--- src/design/ssdp_pkg.sv ---
`timescale 1ns / 1ps
// Shared types and constants for the stepper step/dir pulse sequencer.
// No dependencies; used by ssdp_ctrl and the top level.

package ssdp_pkg;

  // field widths
  localparam int unsigned STEP_W   = 16;
  localparam int unsigned REPEAT_W = 16;
  localparam int unsigned SPEED_W  = 3;
  localparam int unsigned DELAY_W  = 7;

  // timing in ticks
  localparam logic [DELAY_W-1:0] SETTLE_TICKS = DELAY_W'(10);
  localparam logic [DELAY_W-1:0] PAUSE_TICKS  = DELAY_W'(100);
  localparam logic [SPEED_W-1:0] SPEED_MAX    = SPEED_W'(5);

  // input opcodes
  typedef enum logic [1:0] {
    OP_TICK        = 2'd0,
    OP_START_CW    = 2'd1,
    OP_START_CCW   = 2'd2,
    OP_START_CYCLE = 2'd3
  } op_e;

  // sequencer phases
  typedef enum logic [2:0] {
    PH_IDLE   = 3'd0,
    PH_SETTLE = 3'd1,
    PH_LOW    = 3'd2,
    PH_HIGH   = 3'd3,
    PH_PAUSE  = 3'd4
  } phase_e;

  // input word
  typedef struct packed {
    op_e                 opcode;
    logic [SPEED_W-1:0]  speed_level;
    logic [STEP_W-1:0]   step_count;
    logic [REPEAT_W-1:0] repeat_count;
  } ssdp_in_t;

  // result word
  typedef struct packed {
    logic dir_level;
    logic step_level;
    logic busy_res;
    logic start_rejected;
  } ssdp_out_t;

  // half period in ticks: (6 - speed) * 10 + 5, speed saturated at 5
  function automatic logic [DELAY_W-1:0] half_period_of(logic [SPEED_W-1:0] speed);
    logic [DELAY_W-1:0] hp;
    case ((speed > SPEED_MAX) ? SPEED_MAX : speed)
      3'd0:    hp = DELAY_W'(65);
      3'd1:    hp = DELAY_W'(55);
      3'd2:    hp = DELAY_W'(45);
      3'd3:    hp = DELAY_W'(35);
      3'd4:    hp = DELAY_W'(25);
      default: hp = DELAY_W'(15);
    endcase
    return hp;
  endfunction

endpackage

--- src/design/stepper_step_dir_pulse_sequencer_core.sv ---
`timescale 1ns / 1ps
// Top level of the stepper step/dir pulse sequencer: input register,
// sequencer update and result register. Depends on ssdp_pkg and ssdp_ctrl.

// Each input word is a 1 us tick or a start command; every word yields one
// result word with the direction and step pin levels, busy and start-rejected.
// A word is held in the input register, where it is applied to the
// sequencer state, and moves into the result register, which raises
// result valid, once that register is free or being taken. A new word is
// taken in every cycle while the result side keeps up. The sequencer
// state update is a single pass of narrow counter logic per word, which
// sets that rate.
module stepper_step_dir_pulse_sequencer_core import ssdp_pkg::*; (
  input  logic      clk_i,
  input  logic      rst_ni,
  input  logic      in_valid_i,
  output logic      in_ready_o,
  input  ssdp_in_t  in_data_i,
  output logic      out_valid_o,
  input  logic      out_ready_i,
  output ssdp_out_t out_data_o
);

  ssdp_in_t  in_q;
  logic      in_vld_q;
  ssdp_out_t out_q;
  logic      out_vld_q;
  ssdp_out_t res;
  logic      fire;

  // word moves from input register to result register
  assign fire       = in_vld_q && (!out_vld_q || out_ready_i);
  assign in_ready_o = !in_vld_q || fire;

  ssdp_ctrl u_ctrl (
    .clk_i       (clk_i),
    .rst_ni      (rst_ni),
    .item_fire_i (fire),
    .item_i      (in_q),
    .res_o       (res)
  );

  // input register valid
  always_ff @(posedge clk_i or negedge rst_ni) begin
    if (!rst_ni) begin
      in_vld_q <= 1'b0;
    end else if (in_ready_o) begin
      in_vld_q <= in_valid_i;
    end
  end

  // input register payload
  always_ff @(posedge clk_i) begin
    if (in_valid_i && in_ready_o) begin
      in_q <= in_data_i;
    end
  end

  // result register valid
  always_ff @(posedge clk_i or negedge rst_ni) begin
    if (!rst_ni) begin
      out_vld_q <= 1'b0;
    end else if (fire) begin
      out_vld_q <= 1'b1;
    end else if (out_ready_i) begin
      out_vld_q <= 1'b0;
    end
  end

  // result register payload
  always_ff @(posedge clk_i) begin
    if (fire) begin
      out_q <= res;
    end
  end

  assign out_valid_o = out_vld_q;
  assign out_data_o  = out_q;

endmodule

--- src/design/ssdp_ctrl.sv ---
`timescale 1ns / 1ps
// Sequencer state and per-word update logic: pin levels, phase, counters.
// Depends on ssdp_pkg.

module ssdp_ctrl import ssdp_pkg::*; (
  input  logic      clk_i,
  input  logic      rst_ni,
  input  logic      item_fire_i,
  input  ssdp_in_t  item_i,
  output ssdp_out_t res_o
);

  phase_e              phase_q, phase_d;
  logic [DELAY_W-1:0]  delay_left_q, delay_left_d;
  logic [DELAY_W-1:0]  half_period_q, half_period_d;
  logic [STEP_W-1:0]   steps_left_q, steps_left_d;
  logic [STEP_W-1:0]   step_total_q, step_total_d;
  logic [REPEAT_W-1:0] repeats_left_q, repeats_left_d;
  logic                cycle_mode_q, cycle_mode_d;
  logic                dir_pin_q, dir_pin_d;
  logic                step_pin_q, step_pin_d;

  // next state
  always_comb begin
    logic [DELAY_W-1:0]  dly_dec;
    logic [STEP_W-1:0]   steps_v;
    logic [REPEAT_W-1:0] reps_v;
    phase_d        = phase_q;
    delay_left_d   = delay_left_q;
    half_period_d  = half_period_q;
    steps_left_d   = steps_left_q;
    step_total_d   = step_total_q;
    repeats_left_d = repeats_left_q;
    cycle_mode_d   = cycle_mode_q;
    dir_pin_d      = dir_pin_q;
    step_pin_d     = step_pin_q;
    dly_dec = (delay_left_q != '0) ? delay_left_q - DELAY_W'(1) : delay_left_q;
    steps_v = (phase_q == PH_HIGH) ? steps_left_q - STEP_W'(1) : steps_left_q;
    reps_v  = repeats_left_q - REPEAT_W'(1);
    if (item_fire_i) begin
      if (item_i.opcode == OP_TICK) begin
        if (phase_q != PH_IDLE) begin
          delay_left_d = dly_dec;
          if (dly_dec == '0) begin
            case (phase_q)
              PH_SETTLE, PH_HIGH: begin
                steps_left_d = steps_v;
                if (steps_v != '0) begin
                  step_pin_d   = 1'b0;
                  delay_left_d = half_period_q;
                  phase_d      = PH_LOW;
                end else if (cycle_mode_q) begin
                  delay_left_d = PAUSE_TICKS;
                  phase_d      = PH_PAUSE;
                end else begin
                  phase_d = PH_IDLE;
                end
              end
              PH_LOW: begin
                step_pin_d   = 1'b1;
                delay_left_d = half_period_q;
                phase_d      = PH_HIGH;
              end
              PH_PAUSE: begin
                if (!dir_pin_q) begin
                  dir_pin_d    = 1'b1;
                  steps_left_d = step_total_q;
                  delay_left_d = SETTLE_TICKS;
                  phase_d      = PH_SETTLE;
                end else begin
                  repeats_left_d = reps_v;
                  if (reps_v == '0) begin
                    phase_d = PH_IDLE;
                  end else begin
                    dir_pin_d    = 1'b0;
                    steps_left_d = step_total_q;
                    delay_left_d = SETTLE_TICKS;
                    phase_d      = PH_SETTLE;
                  end
                end
              end
              default: phase_d = PH_IDLE;
            endcase
          end
        end
      end else if (phase_q == PH_IDLE) begin
        // accepted start
        half_period_d = half_period_of(item_i.speed_level);
        step_total_d  = item_i.step_count;
        cycle_mode_d  = (item_i.opcode == OP_START_CYCLE);
        if (item_i.opcode == OP_START_CYCLE) begin
          repeats_left_d = item_i.repeat_count;
        end
        if (item_i.opcode != OP_START_CYCLE || item_i.repeat_count != '0) begin
          dir_pin_d    = (item_i.opcode == OP_START_CW);
          steps_left_d = item_i.step_count;
          delay_left_d = SETTLE_TICKS;
          phase_d      = PH_SETTLE;
        end
      end
    end
  end

  // result word
  always_comb begin
    res_o.dir_level      = dir_pin_d;
    res_o.step_level     = step_pin_d;
    res_o.busy_res       = (phase_d != PH_IDLE);
    res_o.start_rejected = (item_i.opcode != OP_TICK) && (phase_q != PH_IDLE);
  end

  // control state
  always_ff @(posedge clk_i or negedge rst_ni) begin
    if (!rst_ni) begin
      phase_q        <= PH_IDLE;
      delay_left_q   <= '0;
      half_period_q  <= '0;
      steps_left_q   <= '0;
      step_total_q   <= '0;
      repeats_left_q <= '0;
      cycle_mode_q   <= 1'b0;
      dir_pin_q      <= 1'b0;
      step_pin_q     <= 1'b0;
    end else begin
      phase_q        <= phase_d;
      delay_left_q   <= delay_left_d;
      half_period_q  <= half_period_d;
      steps_left_q   <= steps_left_d;
      step_total_q   <= step_total_d;
      repeats_left_q <= repeats_left_d;
      cycle_mode_q   <= cycle_mode_d;
      dir_pin_q      <= dir_pin_d;
      step_pin_q     <= step_pin_d;
    end
  end

`ifndef ASSERT_OFF
  // a rejected start leaves the phase alone
  a_reject_keeps_phase: assert property (@(posedge clk_i) disable iff (!rst_ni)
    (item_fire_i && res_o.start_rejected) |=> (phase_q == $past(phase_q)))
    else $error("rejected start changed the phase");

  // a tick while idle leaves the pins alone
  a_idle_tick_pins: assert property (@(posedge clk_i) disable iff (!rst_ni)
    (item_fire_i && item_i.opcode == OP_TICK && phase_q == PH_IDLE)
    |=> ($stable(dir_pin_q) && $stable(step_pin_q)))
    else $error("idle tick moved a pin");

  // step pin follows the pulse half
  a_low_half: assert property (@(posedge clk_i) disable iff (!rst_ni)
    (phase_q == PH_LOW) |-> !step_pin_q)
    else $error("step pin high in low half");

  a_high_half: assert property (@(posedge clk_i) disable iff (!rst_ni)
    (phase_q == PH_HIGH) |-> step_pin_q)
    else $error("step pin low in high half");

  // a running phase always has time left
  a_delay_live: assert property (@(posedge clk_i) disable iff (!rst_ni)
    (phase_q != PH_IDLE) |-> (delay_left_q != '0))
    else $error("running phase with zero delay");
`endif

endmodule

--- config.mk ---
export PLATFORM = sky130hd
export DESIGN_NAME = stepper_step_dir_pulse_sequencer_core
export DESIGN_NICKNAME = d
export VERILOG_FILES = /design/src/design/ssdp_pkg.sv /design/src/design/stepper_step_dir_pulse_sequencer_core.sv /design/src/design/ssdp_ctrl.sv
export SDC_FILE = /design/constraint.sdc
export NUM_CORES = 1
export LEC_CHECK = 0
export ABC_CLOCK_PERIOD_IN_PS = 3100
export BUFFER_PORTS_ARGS = -buffer_cell sky130_fd_sc_hd__buf_4
export CORE_ASPECT_RATIO = 1.25
export CORE_UTILIZATION = 55
export CTS_CLUSTER_DIAMETER = 80
export DETAILED_ROUTE_END_ITERATION = 10
export GPL_ROUTABILITY_DRIVEN = 0
export HOLD_SLACK_MARGIN = 0.05
export PLACE_DENSITY = 0.77
export SYNTH_ARGS = -nofsm -noshare
export SYNTH_HDL_FRONTEND = slang
export SYNTH_SLANG_ARGS = --single-unit
--- constraint.sdc ---
create_clock -name clk_i -period 3.1 [get_ports clk_i]
set_input_delay 0.31 -clock clk_i [delete_from_list [all_inputs] [get_ports clk_i]]
set_output_delay 0.31 -clock clk_i [all_outputs]
set_load 0.1 [all_outputs]
==> out/results.tsv, run 1 <==
metric	value	unit
drcViolationCount	0	
drt-total-wl	14600	µm
ctsLongestPathBuffers	2	
layout_common_cells	71 x buf_4, 70 x dfrtp_1, 48 x nand2_1	
grt_max_degree	71	
antenna_cells	0	
cpMaxStageDelayCell	a311oi_4	
final_hold_viol_count	0	
track_usage	25.8	%
postPlaceCellArea	6810	µm²
yosysWarnings	0	
rsz0062_at_grt	false	
worstPathRequired	3.18	ns
cts-root-buf	clkbuf_16	
fin_nets	718	
grt_overflow_total	0	
maxCapViolations	0	
tritoncts	yes	
max_slew_margin	39.5	%
cts.htree.levels	3	
final_antenna_net_count	0	
finalWorstPathRequiredPeriod	2.94	ns
avgViaCountPerCell	6.42	
pin_count	47	
synthToLayoutAreaGrowth	14.0	%
report.final.slew_viol_count	0	
rr_startpoint	u_ctrl.delay_left_q[0]$_DFFE_PN0P_	
die_area	11800	µm²
area.sequential	2980	µm²
final_cell_area	7130	µm²
clock_latency	0.34	ns
grt_pass1_vias	5006	
dp_hpwl	10200	µm
final-setup-viol-count	0	
critPathLaunchType	flip-flop	
finalClockSkew	0.00885	ns
numCtsBuffers	9	
cp_cell_sequence	inv_1 > ha_1 > nor4b_4 > buf_4 > a21oi_1 > a311oi_4 > or4_4 > a311oi_1 > or3b_1 > nand4bb_1	
num_vias	5179	
initial_utilization	56.5	%
ys_seq_area_share	47.7	%
synth.cell_area	6260	µm²
status	complete, no violations	
ir_drop	0.000356	V
placement.io_buffers	46	
fmax	340	MHz
layout_commonest_cell	buf_4	
cts_sinks	111	
syn_inst	621	
finalCritPeriodShare	94.9	%
synth_seq_cells	111	
end_kind	flip-flop	
multiInputGateArea	3070	µm²
async_flop_share	63.1	%
arrival	3.02	ns
crit_start	u_ctrl.delay_left_q[0]$_DFFE_PN0P_	
synth_edf_count	41	
avgSynthCellArea	10.1	µm²
drt-pass1-iter-count	5	
rows	43	
critPathMaxFanout	7	
drt-initial-drc-count	450	
antenna_found_initial	0	
synthesis.nets	672	
yosysUniqueCellTypes	73	
pwr_density_cell	772	nW/µm²
wl_per_cell	18.1	µm
synth-main-ff-cell	dfrtp_1	
utilization	64.3	%
fillers	867	
clkTransAtPathRegs	0.07	ns
ff2ff_path_depth	10	
critPathKind	reg -> reg	
tns	0	ns
postCtsHoldBufs	0	
max_slew.worst_pin.slew	0.908	ns
die_w	97.4	µm
hold_path_class	in -> async	
grt_pass1_wl	24200	µm
slowest_delay	0.46	ns
drive_gt1_share	19.9	%
dieHeight	121	µm
core-area	11100	µm²
p_leak	2.75	nW
power breakdown:
group	internal [W]	total (W)	switching, W
Sequential	0.00198	0.00257	0.000588
Combinational	0.000867	0.00189	0.00102
Clock	0.000541	0.00104	0.000502
Total	0.00339	0.00550	0.00211
state kept, by name, summed over array words and instances (netlist names), 3 cells and up:
register	cells
u_ctrl.half_period_q	7
u_ctrl.steps_left_q	16
in_q	37
out_data_o	4
u_ctrl.step_total_q	16
u_ctrl.repeats_left_q	16
u_ctrl.phase_q	3
u_ctrl.delay_left_q	7
final timing paths:
| path | endpoint | slack [ns] |
|---|---|---|
| setup / recovery | out_data_o[1]$_DFFE_PP_ | 0.16 |
| hold / removal | out_valid_o$_DFFE_PN0P_ | 0.10 |
| setup reg to reg | out_data_o[1]$_DFFE_PP_ | 0.16 |
| hold reg to reg | u_ctrl.half_period_q[0]$_DFFE_PN0P_ | 0.47 |
| max in group asynchronous | u_ctrl.step_total_q[11]$_DFFE_PN0P_ | 2.42 |
| min in group clk_i | in_q[26]$_DFFE_PP_ | 0.14 |
cells by family (layout without fill, tap and decap cells):
logic type	after synthesis	after routing	share of synthesized area, %
buf+inv	60	111	3.92
flops	111	111	47.7
simple gates	220	220	19.3
fa+ha+maj	10	10	2.00
compound gates	167	167	18.1
mux	35	35	6.50
xor+xnor	18	18	2.52
metrics by stage:
stage          total power [W]  hold WS, ns  instances  worst slack, ns
6_report               0.00550        0.104        807            0.157
5_1_grt                0.00584        0.126        807           0.0242
4_1_cts                0.00543        0.130        805           0.0763
3_5_place_dp           0.00437        0.462        789           0.0854
3_3_place_gp           0.00427        0.466        789            0.235
2_1_floorplan          0.00384       0.0144        621           0.0391
layout make-up:
type / count / share of cell area (%)
sequential: 111 / 41.8
clock buffer: 10 / 3.21
timing repair buffer: 72 / 7.76
tap: 135 / 2.37
multi-input combinational: 450 / 43.1
inverter: 23 / 1.21
clock inverter: 6 / 0.509
critical path, delay by kind of cell (launching register included):
kind,cells,cell delay (ns)
compound gates,3,0.60
simple gates,4,1.16
buf+inv,2,0.29
fa+ha+maj,1,0.18
flops,1,0.45
cell usage after synthesis, types with 9 or more instances:
cell type / number / area, µm²
o211ai_1: 14 / 105
o31ai_1: 9 / 67.6
mux2_2: 21 / 236
nand3_1: 19 / 95.1
xnor2_1: 15 / 131
and3_1: 10 / 62.6
nor3_1: 18 / 90.1
dfrtp_1: 70 / 1750
a2bb2oi_1: 9 / 78.8
nand2_1: 48 / 180
ha_1: 10 / 125
clkbuf_1: 33 / 124
inv_1: 23 / 86.3
nor2_1: 45 / 169
o21ai_0: 34 / 170
edfxtp_1: 41 / 1230
nand4_1: 11 / 68.8
nor4_1: 15 / 93.8
a21oi_1: 42 / 210
timing repair:
action,4_1_cts,5_1_grt
setup endpoints to repair,0,11
gates resized for setup,0,9
setup buffers,0,2
layer usage:
metal | GRT usage (%) | vias to the layer above | share of wire (%)
met2 | 42.8 | 226 | 49
met1 | 32.7 | 2480 | 42
li1 | - | 2430 | -
met5 | 0 | - | 0
met4 | 14.1 | 0 | 4.0
met3 | 3.63 | 43 | 4.8
(Power assumes the default switching activity.)
==> run 2: changes to the inputs <==
--- a/config.mk
+++ b/config.mk
@@ -7,7 +7,9 @@
 export LEC_CHECK = 0
 export ABC_CLOCK_PERIOD_IN_PS = 3100
 export BUFFER_PORTS_ARGS = -buffer_cell sky130_fd_sc_hd__buf_4
+export CAP_MARGIN = 20
 export CORE_ASPECT_RATIO = 1.25
+export CORE_MARGIN = 10
 export CORE_UTILIZATION = 55
 export CTS_CLUSTER_DIAMETER = 80
 export DETAILED_ROUTE_END_ITERATION = 10
==> run 2 against run 1 <==
  * First-iteration DRC count is 17% higher
  * Routed wire length is 3.7% higher
  * Via count is 0.79% higher
  * Design area is 0.40% lower
  * Largest power group unchanged
  * Cell count is 0.37% lower
  * Clock skew is 0.0032 ns lower
  * Largest cell class unchanged
  * Critical path depth is 3 lower
  * Register-to-register slack worse by 0.02 ns
  * Die area is 36% higher
  * Worst setup slack worse by 0.019 ns
  * Non-clock buffer count is 3 lower
  * Core utilization is 0.57 points lower
==> out/results.tsv, run 2 (same netlist as run 1, synthesis figures left out) <==
metric	value	unit	change
finalClockSkew	0.00564	ns	-0.00321 ns
fmax	338	MHz	-0.63%
pwr_density_cell	777	nW/µm²	+0.71%
pin_count	47		unchanged
fin_nets	715		-0.42%
clkTransAtPathRegs	0.07	ns	about the same
arrival	3.06	ns	+0.04 ns
cts_sinks	111		unchanged
max_slew_margin	39.2	%	-0.26 points
end_kind	flip-flop		
drt-initial-drc-count	528		+17%
slowest_delay	0.45	ns	about the same
final-setup-viol-count	0		unchanged
wl_per_cell	18.8	µm	+4.1%
largest_reg_flops	37		unchanged
initial_utilization	56.2	%	-0.27 points
grt_pass1_wl	25300	µm	+4.5%
postCtsHoldBufs	0		unchanged
critPathLaunchType	flip-flop		
grt_max_degree	71		unchanged
cpMaxStageDelayCell	dfrtp_1		
finalWorstPathRequiredPeriod	2.96	ns	+0.0185 ns
final_hold_viol_count	0		unchanged
fillers	873		+0.69%
cts-root-buf	clkbuf_16		
track_usage	19.3	%	-6.5 points
ctsLongestPathBuffers	2		unchanged
die_area	16100	µm²	+36%
tns	0	ns	unchanged
cp_cell_sequence	nor3_1 > nor3b_2 > mux2_2 > nor4_4 > mux2i_1 > or3b_1 > nand4bb_1		
antenna_cells	0		unchanged
max_slew.worst_pin.slew	0.912	ns	+0.00386 ns
antenna_found_initial	0		unchanged
die_w	115	µm	+18%
finalCritPeriodShare	95.5	%	+0.60 points
critPathMaxFanout	7		unchanged
drt-total-wl	15200	µm	+3.7%
synthToLayoutAreaGrowth	13.5	%	
maxCapViolations	0		unchanged
numCtsBuffers	9		unchanged
report.final.slew_viol_count	0		unchanged
hold_path_class	in -> async		
rows	43		unchanged
cts.htree.levels	3		unchanged
regMostFlops	in_q		
utilization	63.8	%	-0.57 points
status	complete, no violations		
drive_gt1_share	19.4	%	-0.51 points
drcViolationCount	0		unchanged
placement.io_buffers	46		unchanged
dieHeight	139	µm	+15%
num_vias	5220		+0.79%
avgViaCountPerCell	6.49		+1.2%
grt_overflow_total	0		unchanged
p_leak	2.74	nW	about the same
worstPathRequired	3.20	ns	+0.02 ns
final_antenna_net_count	0		unchanged
layout_commonest_cell	dfrtp_1		
dp_hpwl	10700	µm	+4.4%
core-area	11100	µm²	+0.49%
layout_common_cells	70 x dfrtp_1, 68 x buf_4, 48 x nand2_1		
grt_pass1_vias	5282		+5.5%
critPathKind	reg -> reg		
clock_latency	0.36	ns	+0.02 ns
tritoncts	yes		
drt-pass1-iter-count	5		unchanged
ir_drop	0.000420	V	+18%
rsz0062_at_grt	false		
-- run 2: layout make-up --
class | count | area (µm²) | area share (%)
Multi-Input combinational cell | 450 | 3060 | 43.1
Sequential cell | 111 | 2980 | 42.0
Timing Repair Buffer | 69 | 531 | 7.47
Clock buffer | 11 | 243 | 3.42
Tap cell | 135 | 169 | 2.38
Inverter | 23 | 86.3 | 1.22
Clock inverter | 5 | 32.5 | 0.458
-- run 2: power by group --
group / leakage [nW] / switching (W) / total, W / internal, W
clock: 0.140 / 0.000524 / 0.00109 / 0.000568
sequential: 1.22 / 0.000575 / 0.00256 / 0.00198
combinational: 1.39 / 0.00102 / 0.00187 / 0.000855
total: 2.74 / 0.00212 / 0.00552 / 0.00340
-- run 2: metal layers --
layer	up-vias	share of wire (%)	track usage, %
li1	2433	-	-
met1	2522	41	23.7
met2	227	51	32.3
met3	38	5.3	3.48
met4	0	2.8	7.95
met5	-	0	0
-- run 2: stage by stage --
| stage | std cells | setup WS [ns] | area (µm²) | total power (W) | hold WS [ns] |
|---|---|---|---|---|---|
| floorplan | 621 | 0.0391 | 6260 | 0.00384 | 0.0144 |
| global placement | 786 | 0.214 | 6780 | 0.00425 | 0.468 |
| detailed placement | 786 | 0.0907 | 6780 | 0.00436 | 0.473 |
| CTS | 802 | 0.0748 | 7060 | 0.00545 | 0.120 |
| global route | 804 | 0.00371 | 7100 | 0.00587 | 0.114 |
| finish | 804 | 0.138 | 7100 | 0.00552 | 0.0938 |
-- run 2: final timing paths --
check                                                         start                                   end  slack (ns)  cells after the start
worst min-delay path                                         rst_ni                  in_vld_q$_DFFE_PN0N_        0.09                      1
worst max register to register   u_ctrl.delay_left_q[0]$_DFFE_PN0P_               out_data_o[1]$_DFFE_PP_        0.14                      7
max in group asynchronous                                    rst_ni  u_ctrl.repeats_left_q[8]$_DFFE_PN0P_        2.43                      1
min in group clk_i                                     in_data_i[9]                     in_q[9]$_DFFE_PP_        0.12                      1
worst min register to register  u_ctrl.half_period_q[3]$_DFFE_PN0P_   u_ctrl.half_period_q[3]$_DFFE_PN0P_        0.48                      2
worst max-delay path             u_ctrl.delay_left_q[0]$_DFFE_PN0P_               out_data_o[1]$_DFFE_PP_        0.14                      7
-- run 2: critical path, delay by kind of cell, from the launching register on --
| kind | cells | cell delay [ns] |
|---|---|---|
| flops | 1 | 0.45 |
| mux | 2 | 0.64 |
| simple gates | 5 | 1.63 |
-- run 2: timing repair --
action / CTS / global route
endpoints found under the setup margin: 0 / 14
setup buffers: 0 / 2
hold endpoints to repair: 0 / 0
resized for setup: 0 / 5
